`src/assert_macros.svh`:
```
// Assertion macros used by the matcher top level.
`ifndef ASSERT_MACROS_SVH
`define ASSERT_MACROS_SVH

// Clocked check, switched off while reset is held.
`define LOBM_ASSERT(label, prop) \
    label: assert property (@(posedge i_clk) disable iff (!i_rst_n) prop) \
        else $error("matcher check failed");

// Clocked check that also runs during reset.
`define LOBM_ASSERT_ALWAYS(label, prop) \
    label: assert property (@(posedge i_clk) prop) \
        else $error("matcher check failed");

`endif

```
`src/lobm_pkg.sv`:
```
// ----------------------------------------------------------------------------
// lobm_pkg
// Types and constants for the limit order book matcher.
// ----------------------------------------------------------------------------
`timescale 1ns / 1ps
`default_nettype none

package lobm_pkg;

    localparam int PRICE_W  = 32;
    localparam int QTY_W    = 32;
    localparam int TRADER_W = 16;
    localparam int SEQ_W    = 32;

    localparam logic KIND_LIMIT  = 1'b0;
    localparam logic KIND_MARKET = 1'b1;
    localparam logic SIDE_BUY    = 1'b0;
    localparam logic SIDE_SELL   = 1'b1;

    localparam logic RES_TRADE = 1'b0;
    localparam logic RES_FINAL = 1'b1;

    localparam logic [1:0] ST_OPEN     = 2'd0;
    localparam logic [1:0] ST_PARTIAL  = 2'd1;
    localparam logic [1:0] ST_FILLED   = 2'd2;
    localparam logic [1:0] ST_REJECTED = 2'd3;

    typedef struct packed {
        logic                kind;
        logic                side;
        logic [PRICE_W-1:0]  price;
        logic [QTY_W-1:0]    quantity;
        logic [TRADER_W-1:0] trader;
    } t_order;

    typedef struct packed {
        logic                result_type;
        logic [SEQ_W-1:0]    order_number;
        logic [SEQ_W-1:0]    trade_number;
        logic [TRADER_W-1:0] maker_trader;
        logic [SEQ_W-1:0]    maker_order;
        logic [TRADER_W-1:0] taker_trader;
        logic                taker_dir;
        logic [PRICE_W-1:0]  fill_price;
        logic [QTY_W-1:0]    trade_qty;
        logic [1:0]          order_status;
        logic                last;
    } t_result;

    typedef struct packed {
        logic [PRICE_W-1:0]  price;
        logic [QTY_W-1:0]    remaining;
        logic [TRADER_W-1:0] owner;
        logic [SEQ_W-1:0]    seq;
    } t_entry;

    typedef struct packed {
        logic load;
        logic scan_init;
        logic scan_run;
        logic fill;
        logic report;
    } t_dp_cmd;

    typedef struct packed {
        logic scan_done;
        logic found;
        logic more;
        logic out_free;
    } t_dp_sts;

    typedef enum logic [2:0] {
        S_IDLE,
        S_CHECK,
        S_START,
        S_SCAN,
        S_DECIDE,
        S_FILL,
        S_REPORT
    } t_state;

endpackage

`default_nettype wire

```
`src/lobm_ctrl.sv`:
```
// ----------------------------------------------------------------------------
// lobm_ctrl
// Sequencer for one order: repeated book scans, fills and the final report.
// ----------------------------------------------------------------------------
`timescale 1ns / 1ps
`default_nettype none

module lobm_ctrl
    import lobm_pkg::*;
(
    input  wire logic    i_clk,
    input  wire logic    i_rst_n,
    input  wire logic    i_in_valid,
    input  wire t_dp_sts i_sts,
    output t_dp_cmd      o_cmd,
    output logic         o_in_stall
);

    t_state r_state;
    t_state n_state;

    always_ff @(posedge i_clk) begin
        if (!i_rst_n) begin
            r_state <= S_IDLE;
        end else begin
            r_state <= n_state;
        end
    end

    always_comb begin
        n_state = r_state;
        case (r_state)
            S_IDLE: begin
                if (i_in_valid) n_state = S_CHECK;
            end
            S_CHECK: begin
                n_state = i_sts.more ? S_START : S_REPORT;
            end
            S_START: begin
                n_state = S_SCAN;
            end
            S_SCAN: begin
                if (i_sts.scan_done) n_state = S_DECIDE;
            end
            S_DECIDE: begin
                n_state = i_sts.found ? S_FILL : S_REPORT;
            end
            S_FILL: begin
                if (i_sts.out_free) n_state = S_CHECK;
            end
            S_REPORT: begin
                if (i_sts.out_free) n_state = S_IDLE;
            end
            default: begin
                n_state = S_IDLE;
            end
        endcase
    end

    always_comb begin
        o_cmd      = '0;
        o_in_stall = 1'b1;
        case (r_state)
            S_IDLE: begin
                o_in_stall = 1'b0;
                o_cmd.load = i_in_valid;
            end
            S_START: begin
                o_cmd.scan_init = 1'b1;
            end
            S_SCAN: begin
                o_cmd.scan_run = 1'b1;
            end
            S_FILL: begin
                o_cmd.fill = i_sts.out_free;
            end
            S_REPORT: begin
                o_cmd.report = i_sts.out_free;
            end
            default: begin
                o_cmd = '0;
            end
        endcase
    end

endmodule

`default_nettype wire

```
`config.mk`:
```
export PLATFORM = sky130hd
export DESIGN_NAME = lobm_ctrl
export DESIGN_NICKNAME = d
export VERILOG_FILES = /design/src/assert_macros.svh /design/src/lobm_pkg.sv /design/src/lobm_ctrl.sv
export SDC_FILE = /design/constraint.sdc
export NUM_CORES = 1
export LEC_CHECK = 0
export BUFFER_PORTS_ARGS = -buffer_cell sky130_fd_sc_hd__buf_2
export CAP_MARGIN = 20
export CORE_AREA = 2 2 39 41
export DETAILED_ROUTE_END_ITERATION = 6
export DIE_AREA = 0 0 41 43
export SETUP_SLACK_MARGIN = 0.1
export SLEW_MARGIN = 25
export SYNTH_ARGS = -nofsm -noshare
export SYNTH_HDL_FRONTEND = slang
export SYNTH_SLANG_ARGS = --single-unit
```
`constraint.sdc`:
```
create_clock -name i_clk -period 2.4 [get_ports i_clk]
set_input_delay 0.12 -clock i_clk [delete_from_list [all_inputs] [get_ports i_clk]]
set_output_delay 0.12 -clock i_clk [all_outputs]
set_load 0.01 [all_outputs]
```
==> metrics.txt <==
required time at the worst-slack endpoint 2280 ps; Fin Setup TNS 0 ps; Cell Chain, Critical Path nand2_1, nor3b_1, buf_2; total global routing overflow 0; RR Endpoint r_state[2]$_SDFFE_PN0P_; Final ANT Viol Nets 0; Mapped Cells 35; root buf cell clkbuf_4; register cell area after layout 60.06 um2; initial core utilization 21.52%; crit end category output pin; highest cell delay on the worst timing path 560 ps; cts hold-fix bufs 0; WP data arrival 1310 ps; Area Growth Syn to Fin 24.37%; slew margin rel. 70.59%; wl on met1 277 um; initial drt markers 4; DIE WIDTH 41 um; htree depth 1; Largest regs r_state (3); Worst Path Max Fanout 13; routed wl met2 353 um; first drt pass iteration count 2; pin count of the biggest net entering global routing 16; routed wl met3 65 um; Worst Hold Class in -> reg; port bufs 12; Synthesized Nets 42; Clock Pin Slew Worst Setup and Hold Paths 40 ps; worst-case reg-to-reg path depth 3; synth unique cells 20; vias in the first global route 288; Worst-Skew Late Latency 230 ps; Die Y 43 um; final hold vios 0; multi-input logic area 200.2 um2; PwrDens 781.6 nW/um2; setup bufs post-CTS 0; number of setup violations in the final report 0; synth warn 0; status completed; max cap viols 0; Syn Area/Cell 8.508 um2; Hold EP r_state[1]$_SDFFE_PN0P_; TritonCTS clock tree built; final setup skew 0.07752 ps; IO Pins 13; GPL Wtd Cong 0.8167; Compound-Gate Fraction of Synth Area 18.91%; # diodes 0; initial antenna violation count 0; Post-Layout Cell Count 64; RSZ-0062 raised after global routing false; post-DP HPWL 501.3 um; Num CTS Buffers 3; Largest register FFs 3; flop2flop setup slack 1050 ps; RR Startpoint r_state[0]$_SDFFE_PN0P_; WP buf/inv 1; Peak VDD IR 0.1858 mV; via count 310; Seq cells post-synth 3; fin crit period 1433 ps; Final period util 59.69%; HP Start i_rst_n; largest family of logic cells by synthesized area simple AND/OR/NAND/NOR gates; GRT Util Overall 11.12%; Site Rows 14; Post-Synth Simple-Gate Area 48.32%; Seq/Total Area, Yosys 20.17%; share of cells above drive strength 1 39.58%; most common cell after layout, fill and taps aside buf_2; Reg with most FFs r_state; xor/xnor share of the synthesized area 0%; via/cell ratio 4.844; clk buf depth 2; CP Class reg -> out; Remaining DRCs 0; top layer used by detailed routing met4; post-synthesis adder-cell area fraction 0%; static leakage 0.1823 nW; nets 56; fillcell total 166; placed cells 60; CP max stage cell dfxtp_1; Finished Core Util 26.76%; Avg WL per Cell 11.08 um; Max Slew Vio Count 0; Critical Path Stages 3; post-synthesis mux area share 0%; # resized after CTS 0; global-route wire length before repair 1235 um; f_max 698.0 MHz; Critical Path Start Type flip-flop; clk sinks 3; Worst-Margin Slew 440.6 ps; hold depth 3; post-synth design cell area 297.8 um2; commonest non-fill, non-tap cells in the layout buf_2, nand2_1, nor2_1; die area 1763 um2; Routed WL 709 um; CORE AREA 1384 um2; CP top delay family flip-flops
-- cells by family after synthesis --
| logic type | after synthesis |
|---|---|
| and+or+nand+nor | 21 |
| AOI/OAI and AO/OA | 7 |
| buffers and inverters | 4 |
| DFF | 3 |
-- synthesized netlist by cell type --
cell type	n	area, um2
a21oi_1	1	5.000
a221oi_1	1	8.760
a22o_1	1	8.760
a31oi_1	1	6.260
and3_1	1	6.260
and3b_2	1	10.01
and4bb_1	1	12.51
and4bb_4	1	16.27
buf_6	3	33.78
dfxtp_1	3	60.06
inv_1	1	3.750
nand2_1	5	18.77
nand2b_1	2	12.51
nor2_1	4	15.01
nor2b_1	1	6.260
nor3b_1	3	22.52
nor4_2	1	12.51
o21bai_1	1	7.510
o311a_1	2	20.02
or3_4	1	11.26
-- how the worst max path moves through the flow --
stage | start | to | slack, ps
2_1_floorplan | r_state[1]$_SDFFE_PN0P_ | o_cmd[4] | 1260
3_3_place_gp | r_state[2]$_SDFFE_PN0P_ | r_state[0]$_SDFFE_PN0P_ | 1120
3_5_place_dp | r_state[0]$_SDFFE_PN0P_ | r_state[2]$_SDFFE_PN0P_ | 1060
4_1_cts | r_state[2]$_SDFFE_PN0P_ | o_cmd[0] | 960
5_1_grt | r_state[2]$_SDFFE_PN0P_ | o_cmd[0] | 810
6_report | r_state[2]$_SDFFE_PN0P_ | o_cmd[0] | 970
-- metal layers --
metal | GRT usage [%] | vias up
li1 | - | 154
met1 | 11.50 | 145
met2 | 15.00 | 9
met3 | 6.283 | 2
met4 | 10.00 | 0
met5 | 0 | -
-- metrics by stage --
stage	instance area [um2]	worst slack [ps]	hold WS (ps)	power (mW)
floorplan	297.8	1258	245.4	0.1849
global placement	344.1	1121	392.3	0.1974
detailed placement	344.1	1064	384.6	0.2011
CTS	370.4	957.3	133.8	0.2945
global route	370.4	813.7	149.5	0.3175
finish	370.4	967.4	139.8	0.2895
-- worst min-delay path: cells and delay by family --
| family | cells | cell delay, ps |
|---|---|---|
| AND/OR/NAND/NOR | 1 | 50 |
| AO/OA/AOI/OAI | 1 | 40 |
| buffers and inverters | 1 | 110 |
-- report_power, final --
part | leakage (nW) | internal, mW | switching, mW | total [mW]
clock | 0.0150 | 0.0624 | 0.0269 | 0.0892
combinational | 0.143 | 0.0604 | 0.0440 | 0.104
sequential | 0.0248 | 0.0607 | 0.0351 | 0.0959
total | 0.182 | 0.183 | 0.106 | 0.289
-- layout make-up --
cell class / count / share of cell area [%]
sequential: 3 / 16.22
multi-input combinational: 28 / 54.05
timing repair buffer: 12 / 16.22
clock buffer: 4 / 7.095
inverter: 1 / 1.014
tap: 16 / 5.405
(Power assumes the default switching activity.)
